$ cat config.mk
export PLATFORM = sky130hd
export DESIGN_NAME = nearest_k_insertion_select
export DESIGN_NICKNAME = d
export VERILOG_FILES = /design/src/rtl/nkis_pkg.sv /design/src/rtl/nkis_front.sv /design/src/rtl/nkis_queue.sv /design/src/rtl/nkis_list.sv /design/src/rtl/nearest_k_insertion_select.sv
export SDC_FILE = /design/constraint.sdc
export NUM_CORES = 2
export LEC_CHECK = 0
export BUFFER_PORTS_ARGS = -buffer_cell sky130_fd_sc_hd__buf_2
export CAP_MARGIN = 20
export CORE_MARGIN = 10
export CORE_UTILIZATION = 42
export CTS_CLUSTER_SIZE = 28
export DETAILED_ROUTE_END_ITERATION = 8
export PLACE_DENSITY = 0.59
export SKIP_CTS_REPAIR_TIMING = 1
export SYNTH_ARGS = -nofsm -noshare
export SYNTH_HDL_FRONTEND = slang
export SYNTH_SLANG_ARGS = --single-unit
export TNS_END_PERCENT = 30
$ cat constraint.sdc
create_clock -name clock -period 31.3 [get_ports clock]
set_input_delay 7.825 -clock clock [delete_from_list [all_inputs] [get_ports clock]]
set_output_delay 7.825 -clock clock [all_outputs]
set_load 0.02 [all_outputs]
$ cat src/rtl/nkis_pkg.sv
// Shared types and constants for the nearest-K insertion select block.
package nkis_pkg;

   localparam int DIST_W = 32;
   localparam int ID_W   = 16;
   localparam int YAW_W  = 16;
   localparam int RANK_W = 6;
   localparam int CSR_INDEX_W = 2;
   localparam int CSR_DATA_W  = 32;
   localparam int QUEUE_DEPTH = 4;

   localparam logic [DIST_W-1:0] LIMIT_RESET  = 32'd422500;
   localparam logic [DIST_W-1:0] CARRY_RESET  = 32'd2500;
   localparam logic [YAW_W-1:0]  WINDOW_RESET = 16'h2000;

   localparam logic [CSR_INDEX_W-1:0] CSR_LIMIT_DIST = 2'd0;
   localparam logic [CSR_INDEX_W-1:0] CSR_CARRY_DIST = 2'd1;
   localparam logic [CSR_INDEX_W-1:0] CSR_YAW_WINDOW = 2'd2;

   typedef struct packed {
      logic              first;
      logic              last;
      logic [DIST_W-1:0] dist_sq;
      logic [ID_W-1:0]   item_id;
      logic              removed;
      logic [YAW_W-1:0]  viewer_yaw;
      logic [YAW_W-1:0]  bearing_yaw;
   } req_type;

   typedef struct packed {
      logic [RANK_W-1:0] rank;
      logic              slot_valid;
      logic [ID_W-1:0]   slot_id;
      logic [DIST_W-1:0] slot_dist_sq;
      logic              carry_valid;
      logic [ID_W-1:0]   carry_id;
      logic              last_result;
   } rsp_type;

   // Classified candidate handed from the front to the list.
   typedef struct packed {
      logic              first;
      logic              last;
      logic              removed;
      logic              carry_ok;
      logic [DIST_W-1:0] dist_sq;
      logic [ID_W-1:0]   item_id;
   } work_type;

endpackage

$ cat src/rtl/nkis_front.sv
// Front stage: accepts requests and classifies them for carry eligibility.
module nkis_front (
   input  logic                             clock,
   input  logic                             reset,
   input  logic                             req_valid,
   output logic                             req_stall,
   input  nkis_pkg::req_type                req_data,
   input  logic [nkis_pkg::DIST_W-1:0]      carry_dist_sq,
   input  logic [nkis_pkg::YAW_W-1:0]       yaw_window,
   output logic                             push_valid,
   output nkis_pkg::work_type               push_data,
   input  logic                             queue_full
);
   import nkis_pkg::*;

   logic                valid_ff, valid_in;
   work_type            work_ff, work_in;
   logic [YAW_W-1:0]    yaw_diff;
   logic [YAW_W:0]      yaw_mag;
   logic                accept;

   assign req_stall  = valid_ff & queue_full;
   assign accept     = req_valid & ~req_stall;
   assign push_valid = valid_ff;
   assign push_data  = work_ff;

   always_comb begin
      yaw_diff = req_data.viewer_yaw - req_data.bearing_yaw;
      // wrap to signed and take the magnitude, 0..32768
      if (yaw_diff[YAW_W-1]) begin
         yaw_mag = (YAW_W+1)'(1 << YAW_W) - {1'b0, yaw_diff};
      end else begin
         yaw_mag = {1'b0, yaw_diff};
      end
      work_in.first    = req_data.first;
      work_in.last     = req_data.last;
      work_in.removed  = req_data.removed;
      work_in.dist_sq  = req_data.dist_sq;
      work_in.item_id  = req_data.item_id;
      work_in.carry_ok = (req_data.dist_sq < carry_dist_sq) &&
                         (yaw_mag < {1'b0, yaw_window});
      valid_in = accept | (valid_ff & queue_full);
   end

   always_ff @(posedge clock) begin
      if (reset) begin
         valid_ff <= 1'b0;
      end else begin
         valid_ff <= valid_in;
      end
      if (accept) begin
         work_ff <= work_in;
      end
   end

endmodule

$ cat src/rtl/nkis_queue.sv
// Short queue of classified candidates between the front and the list.
module nkis_queue #(
   parameter int DEPTH = 4
) (
   input  logic                  clock,
   input  logic                  reset,
   input  logic                  push_valid,
   input  nkis_pkg::work_type    push_data,
   output logic                  full,
   input  logic                  pop,
   output logic                  head_valid,
   output nkis_pkg::work_type    head_data
);
   import nkis_pkg::*;

   localparam int PTR_W = (DEPTH > 1) ? $clog2(DEPTH) : 1;
   localparam int CNT_W = $clog2(DEPTH + 1);

   work_type            mem_ff [DEPTH];
   logic [PTR_W-1:0]    wr_ptr_ff, wr_ptr_in;
   logic [PTR_W-1:0]    rd_ptr_ff, rd_ptr_in;
   logic [CNT_W-1:0]    count_ff, count_in;
   logic                push;

   assign full       = (count_ff == CNT_W'(DEPTH));
   assign head_valid = (count_ff != '0);
   assign head_data  = mem_ff[rd_ptr_ff];
   assign push       = push_valid & ~full;

   always_comb begin
      wr_ptr_in = wr_ptr_ff;
      rd_ptr_in = rd_ptr_ff;
      count_in  = count_ff;
      if (push) begin
         wr_ptr_in = (wr_ptr_ff == PTR_W'(DEPTH - 1)) ? '0 : wr_ptr_ff + 1'b1;
      end
      if (pop) begin
         rd_ptr_in = (rd_ptr_ff == PTR_W'(DEPTH - 1)) ? '0 : rd_ptr_ff + 1'b1;
      end
      if (push && !pop) begin
         count_in = count_ff + 1'b1;
      end else if (pop && !push) begin
         count_in = count_ff - 1'b1;
      end
   end

   always_ff @(posedge clock) begin
      if (reset) begin
         wr_ptr_ff <= '0;
         rd_ptr_ff <= '0;
         count_ff  <= '0;
      end else begin
         wr_ptr_ff <= wr_ptr_in;
         rd_ptr_ff <= rd_ptr_in;
         count_ff  <= count_in;
      end
      if (push) begin
         mem_ff[wr_ptr_ff] <= push_data;
      end
   end

endmodule

$ cat src/rtl/nkis_list.sv
// Back end: sorted slot list with one-step insertion and a snapshot for emission.
module nkis_list #(
   parameter int NEAREST_COUNT = 16
) (
   input  logic                          clock,
   input  logic                          reset,
   input  logic [nkis_pkg::DIST_W-1:0]   limit_dist_sq,
   input  logic                          head_valid,
   input  nkis_pkg::work_type            head_data,
   output logic                          pop,
   output logic                          rsp_valid,
   input  logic                          rsp_stall,
   output nkis_pkg::rsp_type             rsp_data
);
   import nkis_pkg::*;

   localparam int K     = NEAREST_COUNT;
   localparam int CNT_W = (K > 1) ? $clog2(K) : 1;

   logic [DIST_W-1:0] dist_ff [K];
   logic [DIST_W-1:0] dist_in [K];
   logic [ID_W-1:0]   id_ff   [K];
   logic [ID_W-1:0]   id_in   [K];
   logic [K-1:0]      full_ff, full_in;
   logic              carry_ff, carry_in;
   logic [ID_W-1:0]   carry_id_ff, carry_id_in;

   logic [DIST_W-1:0] base_dist [K];
   logic [ID_W-1:0]   base_id   [K];
   logic [K-1:0]      base_full;
   logic [K-1:0]      lt;
   logic              base_carry;
   logic [ID_W-1:0]   base_carry_id;

   logic [DIST_W-1:0] snap_dist_ff [K];
   logic [ID_W-1:0]   snap_id_ff   [K];
   logic [K-1:0]      snap_full_ff;
   logic              snap_carry_ff;
   logic [ID_W-1:0]   snap_carry_id_ff;
   logic              busy_ff, busy_in;
   logic [CNT_W-1:0]  cnt_ff, cnt_in;
   logic              rsp_accept, load, done;

   // hold a new last-marked candidate until the previous run has drained
   assign pop        = head_valid & ~(head_data.last & busy_ff);
   assign load       = pop & head_data.last;
   assign rsp_valid  = busy_ff;
   assign rsp_accept = busy_ff & ~rsp_stall;
   assign done       = (cnt_ff == CNT_W'(K - 1));

   always_comb begin
      for (int k = 0; k < K; k++) begin
         base_dist[k] = head_data.first ? limit_dist_sq : dist_ff[k];
         base_id[k]   = head_data.first ? '0 : id_ff[k];
         base_full[k] = head_data.first ? 1'b0 : full_ff[k];
         lt[k]        = head_data.dist_sq < base_dist[k];
      end
      base_carry    = head_data.first ? 1'b0 : carry_ff;
      base_carry_id = head_data.first ? '0 : carry_id_ff;

      // slots are sorted, so lt is a thermometer; insert at its first set bit
      if (!head_data.removed && lt[0]) begin
         dist_in[0] = head_data.dist_sq;
         id_in[0]   = head_data.item_id;
         full_in[0] = 1'b1;
      end else begin
         dist_in[0] = base_dist[0];
         id_in[0]   = base_id[0];
         full_in[0] = base_full[0];
      end
      for (int k = 1; k < K; k++) begin
         if (head_data.removed || !lt[k]) begin
            dist_in[k] = base_dist[k];
            id_in[k]   = base_id[k];
            full_in[k] = base_full[k];
         end else if (!lt[k-1]) begin
            dist_in[k] = head_data.dist_sq;
            id_in[k]   = head_data.item_id;
            full_in[k] = 1'b1;
         end else begin
            dist_in[k] = base_dist[k-1];
            id_in[k]   = base_id[k-1];
            full_in[k] = base_full[k-1];
         end
      end

      if (!head_data.removed && lt[K-1] && head_data.carry_ok) begin
         carry_in    = 1'b1;
         carry_id_in = head_data.item_id;
      end else begin
         carry_in    = base_carry;
         carry_id_in = base_carry_id;
      end

      busy_in = busy_ff;
      cnt_in  = cnt_ff;
      if (load) begin
         busy_in = 1'b1;
         cnt_in  = '0;
      end else if (rsp_accept) begin
         if (done) begin
            busy_in = 1'b0;
         end else begin
            cnt_in = cnt_ff + 1'b1;
         end
      end
   end

   always_ff @(posedge clock) begin
      if (reset) begin
         for (int k = 0; k < K; k++) begin
            dist_ff[k] <= LIMIT_RESET;
            id_ff[k]   <= '0;
         end
         full_ff     <= '0;
         carry_ff    <= 1'b0;
         carry_id_ff <= '0;
         busy_ff     <= 1'b0;
         cnt_ff      <= '0;
      end else begin
         if (pop) begin
            for (int k = 0; k < K; k++) begin
               dist_ff[k] <= dist_in[k];
               id_ff[k]   <= id_in[k];
            end
            full_ff     <= full_in;
            carry_ff    <= carry_in;
            carry_id_ff <= carry_id_in;
         end
         busy_ff <= busy_in;
         cnt_ff  <= cnt_in;
      end

      // snapshot the updated list, then advance it one slot per response
      if (load) begin
         for (int k = 0; k < K; k++) begin
            snap_dist_ff[k] <= dist_in[k];
            snap_id_ff[k]   <= id_in[k];
         end
         snap_full_ff     <= full_in;
         snap_carry_ff    <= carry_in;
         snap_carry_id_ff <= carry_id_in;
      end else if (rsp_accept) begin
         for (int k = 0; k < K - 1; k++) begin
            snap_dist_ff[k] <= snap_dist_ff[k+1];
            snap_id_ff[k]   <= snap_id_ff[k+1];
            snap_full_ff[k] <= snap_full_ff[k+1];
         end
      end
   end

   always_comb begin
      rsp_data.rank         = RANK_W'(cnt_ff);
      rsp_data.slot_valid   = snap_full_ff[0];
      rsp_data.slot_id      = snap_id_ff[0];
      rsp_data.slot_dist_sq = snap_dist_ff[0];
      rsp_data.carry_valid  = snap_carry_ff;
      rsp_data.carry_id     = snap_carry_id_ff;
      rsp_data.last_result  = done;
   end

endmodule

$ cat src/rtl/nearest_k_insertion_select.sv
// Top level of the nearest-K insertion select block.
// Takes one candidate per cycle while not stalled and keeps the NEAREST_COUNT nearest
// in a sorted slot list; each candidate is compared against all slots at once and
// inserted with a one-step shift. A front stage classifies carry eligibility and
// feeds a four-entry queue ahead of the list. A last-marked candidate copies the
// list into an output buffer that returns NEAREST_COUNT responses, one per cycle
// while rsp_stall is low, as later candidates keep flowing; the next last-marked
// candidate waits in the queue until that buffer has drained.
module nearest_k_insertion_select #(
   parameter int NEAREST_COUNT = 16
) (
   input  logic                              clock,
   input  logic                              reset,
   input  logic                              req_valid,
   output logic                              req_stall,
   input  nkis_pkg::req_type                 req_data,
   output logic                              rsp_valid,
   input  logic                              rsp_stall,
   output nkis_pkg::rsp_type                 rsp_data,
   input  logic                              csr_wr_en,
   input  logic [nkis_pkg::CSR_INDEX_W-1:0]  csr_index,
   input  logic [nkis_pkg::CSR_DATA_W-1:0]   csr_wdata
);
   import nkis_pkg::*;

   logic [DIST_W-1:0] limit_ff;
   logic [DIST_W-1:0] carry_dist_ff;
   logic [YAW_W-1:0]  window_ff;

   logic              push_valid;
   work_type          push_data;
   logic              queue_full;
   logic              pop;
   logic              head_valid;
   work_type          head_data;

   always_ff @(posedge clock) begin
      if (reset) begin
         limit_ff      <= LIMIT_RESET;
         carry_dist_ff <= CARRY_RESET;
         window_ff     <= WINDOW_RESET;
      end else if (csr_wr_en) begin
         case (csr_index)
            CSR_LIMIT_DIST: limit_ff      <= csr_wdata[DIST_W-1:0];
            CSR_CARRY_DIST: carry_dist_ff <= csr_wdata[DIST_W-1:0];
            CSR_YAW_WINDOW: window_ff     <= csr_wdata[YAW_W-1:0];
            default: ;
         endcase
      end
   end

   nkis_front u_front (
      .clock         (clock),
      .reset         (reset),
      .req_valid     (req_valid),
      .req_stall     (req_stall),
      .req_data      (req_data),
      .carry_dist_sq (carry_dist_ff),
      .yaw_window    (window_ff),
      .push_valid    (push_valid),
      .push_data     (push_data),
      .queue_full    (queue_full)
   );

   nkis_queue #(
      .DEPTH (QUEUE_DEPTH)
   ) u_queue (
      .clock      (clock),
      .reset      (reset),
      .push_valid (push_valid),
      .push_data  (push_data),
      .full       (queue_full),
      .pop        (pop),
      .head_valid (head_valid),
      .head_data  (head_data)
   );

   nkis_list #(
      .NEAREST_COUNT (NEAREST_COUNT)
   ) u_list (
      .clock         (clock),
      .reset         (reset),
      .limit_dist_sq (limit_ff),
      .head_valid    (head_valid),
      .head_data     (head_data),
      .pop           (pop),
      .rsp_valid     (rsp_valid),
      .rsp_stall     (rsp_stall),
      .rsp_data      (rsp_data)
   );

endmodule

==> metrics.txt <==
outcome=complete, no violations; initial standard-cell utilization of the core=42.2%; Worst Clk Skew=0.0508 ns; async set or reset register ratio after synthesis=0%; sum of overflow across all layers after global routing=0; CTS root buf=sky130_fd_sc_hd__clkbuf_16; HPWL Detailed=212000 µm; crit start category=primary input; clock transition at the registers of the reported paths=0.06 ns; length of the first detailed-routing pass in iterations=6; number of pins with negative max-slew slack in the final report=0; final critical path time including I/O delays and setup=11.51 ns; initial antenna violation count=14; DRC viols=0; most used cells in the layout excluding fill and tap cells=sky130_fd_sc_hd__edfxtp_1, sky130_fd_sc_hd__a21oi_1, sky130_fd_sc_hd__nand2_1, sky130_fd_sc_hd__nor2_1, sky130_fd_sc_hd__ha_1; number of vias per cell=5.93; Std-Cell Core Area=0.254 mm²; final setup vio count=0; critical-path maximum fanout=15; Layout Area Growth over Synthesis=10.1%; most common cell after layout, fill and taps aside=sky130_fd_sc_hd__edfxtp_1; All-Layer GR Usage=21.4%; Ports=197; Worst Path Arrival=12.11 ns; startpoint of the tightest hold check path=limit_ff[4]$_SDFFE_PP0P_; Final Hold Viols=0; type of destination of the critical path=flip-flop; clock latency reported for the late side of the worst-skew pair=0.88 ns; largest net degree at the start of global routing=172; setup tns final=0 ns; unrepaired setup endpoints after global routing=no; via count of the first global-routing pass=79000; number of unique standard cell types used by synthesis=100; TritonCTS clock tree=done; number of violations reported at the end of detailed-routing iteration 0=7942; number of enable flip-flop cells after synthesis=1829; NumNets Final=10700; Primary FF master, synth=sky130_fd_sc_hd__edfxtp_1; share of cells above drive strength 1=10.4%; routed wire length=310000 µm; count of warnings emitted by yosys=0; num rows=185; sequential cell area in the final layout=0.0575 mm²; largest buffer count on any clock path=3; average cell area after synthesis=10.5 µm²; transition time at the pin with the least slew margin=1.26 ns; worst slew slack as a fraction of its limit=16.1%; die span in y=526 µm; R2R depth=16; width of the die=526 µm; post-route ant nets=0; type of the worst min-delay path=reg -> reg; critical path start-end classification=in -> reg; post-synthesis sequential area ratio=53.5%; number of stages on the worst hold path=2; clk sink count=1957; TritonCTS Buffers=217; Fmax achieved=0.0869 GHz; register-to-register setup slack=22.94 ns; multi-input combinational cell area=0.0460 mm²; number of storage elements in the synthesis netlist=1957; count of vias placed by the detailed router=80600; synthesized area=0.107 mm²; maximum level of the CTS H-tree=4; Req. time, crit path=31.90 ns; RR Endpoint=u_list.dist_ff[0][230]$_SDFFCE_PN1P_; final clock period utilization by the worst path=36.8%; area enclosed by the die boundary=0.276 mm²; Worst Hold Path EP=limit_ff[4]$_SDFFE_PP0P_; post-layout worst setup margin=19.79 ns; number of max-capacitance violations reported=0; average detailed-routed wire length per instance=22.8 µm; post-placement setup slack=18.84 ns; Filler Cell Count=23300; GPL Wtd Cong=0.881; gate count of the mapped netlist=10200; quantity of I/O buffers inserted on ports=194; wire length of the first global-routing pass=479000 µm
-- cells by family after synthesis --
group | share of synthesized area, %
other | 0.00349
adder cells (fa/ha/maj) | 6.62
multiplexers | 4.87
buffers and inverters | 4.00
AND/OR/NAND/NOR | 13.7
AO/OA/AOI/OAI | 17.1
flip-flops | 53.5
XOR/XNOR | 0.261
-- sequential cells by signal, summed over array words and instances, names as in the netlist, named ones only --
register and flops:
u_queue.mem_ff 208, u_list.snap_id_ff 256, u_list.id_ff 256, u_list.rsp_valid 1
u_list.full_ff 16, u_list.snap_carry_ff 1, limit_ff 32, u_front.push_valid 1
u_list.carry_id_ff 16, u_queue.count_ff 3, u_list.snap_full_ff 16, u_queue.wr_ptr_ff 2
u_list.snap_dist_ff 512, carry_dist_ff 32, window_ff 16, u_queue.rd_ptr_ff 2
u_list.dist_ff 512, u_front.push_data 52, u_list.snap_carry_id_ff 16, u_list.carry_ff 1
u_list.cnt_ff 4
-- through the flow --
| step | utilization (%) | cell area (µm²) | cells | hold WS, ns |
|---|---|---|---|---|
| CTS | 46.5 | 118000 | 13600 | 0.451 |
| floorplan | - | 107000 | 10300 | 0.429 |
| global placement | 43.7 | 111000 | 13200 | 0.438 |
| global route | 46.5 | 118000 | 13600 | 0.471 |
| detailed placement | 43.7 | 111000 | 13200 | 0.443 |
| finish | 46.5 | 118000 | 13600 | 0.450 |
-- per-layer routing --
layer | up-vias | share of wire (%) | GRT usage, %
met4 | 8 | 2.2 | 5.40
met2 | 3030 | 44 | 33.0
li1 | 37900 | - | -
met3 | 380 | 7.6 | 3.39
met5 | - | 0.018 | 0
met1 | 39300 | 46 | 31.5
-- Yosys cell counts (21+ instances only) --
cell type	n	area, µm²
sky130_fd_sc_hd__a211o_1	61	534
sky130_fd_sc_hd__a211oi_1	160	1200
sky130_fd_sc_hd__a21o_1	119	893
sky130_fd_sc_hd__a21oi_1	1221	6110
sky130_fd_sc_hd__a221oi_1	75	657
sky130_fd_sc_hd__a22o_1	56	490
sky130_fd_sc_hd__a22oi_1	55	413
sky130_fd_sc_hd__a31oi_1	178	1110
sky130_fd_sc_hd__a32oi_1	21	184
sky130_fd_sc_hd__and2_1	136	851
sky130_fd_sc_hd__and3_1	45	282
sky130_fd_sc_hd__and4_1	41	359
sky130_fd_sc_hd__buf_1	53	199
sky130_fd_sc_hd__buf_2	143	716
sky130_fd_sc_hd__buf_4	70	526
sky130_fd_sc_hd__clkbuf_1	606	2270
sky130_fd_sc_hd__clkinv_1	22	82.6
sky130_fd_sc_hd__dfxtp_1	128	2560
sky130_fd_sc_hd__edfxtp_1	1829	54900
sky130_fd_sc_hd__ha_1	565	7070
sky130_fd_sc_hd__inv_1	108	405
sky130_fd_sc_hd__mux2_2	149	1680
sky130_fd_sc_hd__mux2i_1	294	2940
sky130_fd_sc_hd__nand2_1	1091	4100
sky130_fd_sc_hd__nand2b_1	30	188
sky130_fd_sc_hd__nand3_1	262	1310
sky130_fd_sc_hd__nand3b_1	37	278
sky130_fd_sc_hd__nand4_1	131	820
sky130_fd_sc_hd__nor2_1	1034	3880
sky130_fd_sc_hd__nor2b_1	128	801
sky130_fd_sc_hd__nor3_1	128	641
sky130_fd_sc_hd__nor3b_1	23	173
sky130_fd_sc_hd__nor4_1	39	244
sky130_fd_sc_hd__o211ai_1	103	773
sky130_fd_sc_hd__o21a_1	69	518
sky130_fd_sc_hd__o21ai_0	456	2280
sky130_fd_sc_hd__o21ai_1	76	380
sky130_fd_sc_hd__o221ai_1	41	359
sky130_fd_sc_hd__o22a_1	50	438
sky130_fd_sc_hd__o22ai_1	25	156
sky130_fd_sc_hd__o31ai_1	77	578
sky130_fd_sc_hd__or2_2	45	282
sky130_fd_sc_hd__or3_1	39	244
-- cell type report --
cell class,count,share of cell area [%]
diodes,3,0.00634
clock buffers,266,4.82
well taps,3366,3.56
clock inverters,134,1.19
multi-input cells,7282,38.9
flip-flops and latches,1957,48.6
repair buffers,446,2.54
inverters,130,0.419
-- worst max-delay path, cell delays in order --
cell	delay [ns]
sky130_fd_sc_hd__buf_2	0.08
sky130_fd_sc_hd__inv_1	0.03
sky130_fd_sc_hd__ha_1	0.35
sky130_fd_sc_hd__a211o_1	0.32
sky130_fd_sc_hd__or2_2	0.29
sky130_fd_sc_hd__o221a_2	0.26
sky130_fd_sc_hd__o41ai_1	0.60
sky130_fd_sc_hd__nor2_1	0.09
sky130_fd_sc_hd__a311oi_1	0.29
sky130_fd_sc_hd__buf_4	0.25
sky130_fd_sc_hd__mux2_2	0.35
sky130_fd_sc_hd__ha_1	0.26
sky130_fd_sc_hd__a21boi_0	0.20
sky130_fd_sc_hd__o21a_1	0.15
sky130_fd_sc_hd__o21ai_0	0.08
sky130_fd_sc_hd__a21oi_1	0.16
sky130_fd_sc_hd__o211ai_1	0.10
sky130_fd_sc_hd__a21o_1	0.16
sky130_fd_sc_hd__a31oi_1	0.19
sky130_fd_sc_hd__nor3_1	0.07
-- worst max path at each step --
| stage | from | to | slack, ns | cells past startpoint |
|---|---|---|---|---|
| 2_1_floorplan | reset | u_list.dist_ff[0][0]$_SDFFCE_PN0P_ | 3.24 | 4 |
| 3_3_place_gp | req_data[6] | u_front.push_data[48]$_DFFE_PP_ | 18.84 | 20 |
| 3_5_place_dp | req_data[6] | u_front.push_data[48]$_DFFE_PP_ | 18.84 | 20 |
| 4_1_cts | req_data[6] | u_front.push_data[48]$_DFFE_PP_ | 19.75 | 20 |
| 5_1_grt | req_data[6] | u_front.push_data[48]$_DFFE_PP_ | 19.46 | 20 |
| 6_report | req_data[6] | u_front.push_data[48]$_DFFE_PP_ | 19.79 | 20 |
Power is not shown: default switching activity piles up to over one toggle a cycle in this logic, so the estimate is an artifact.
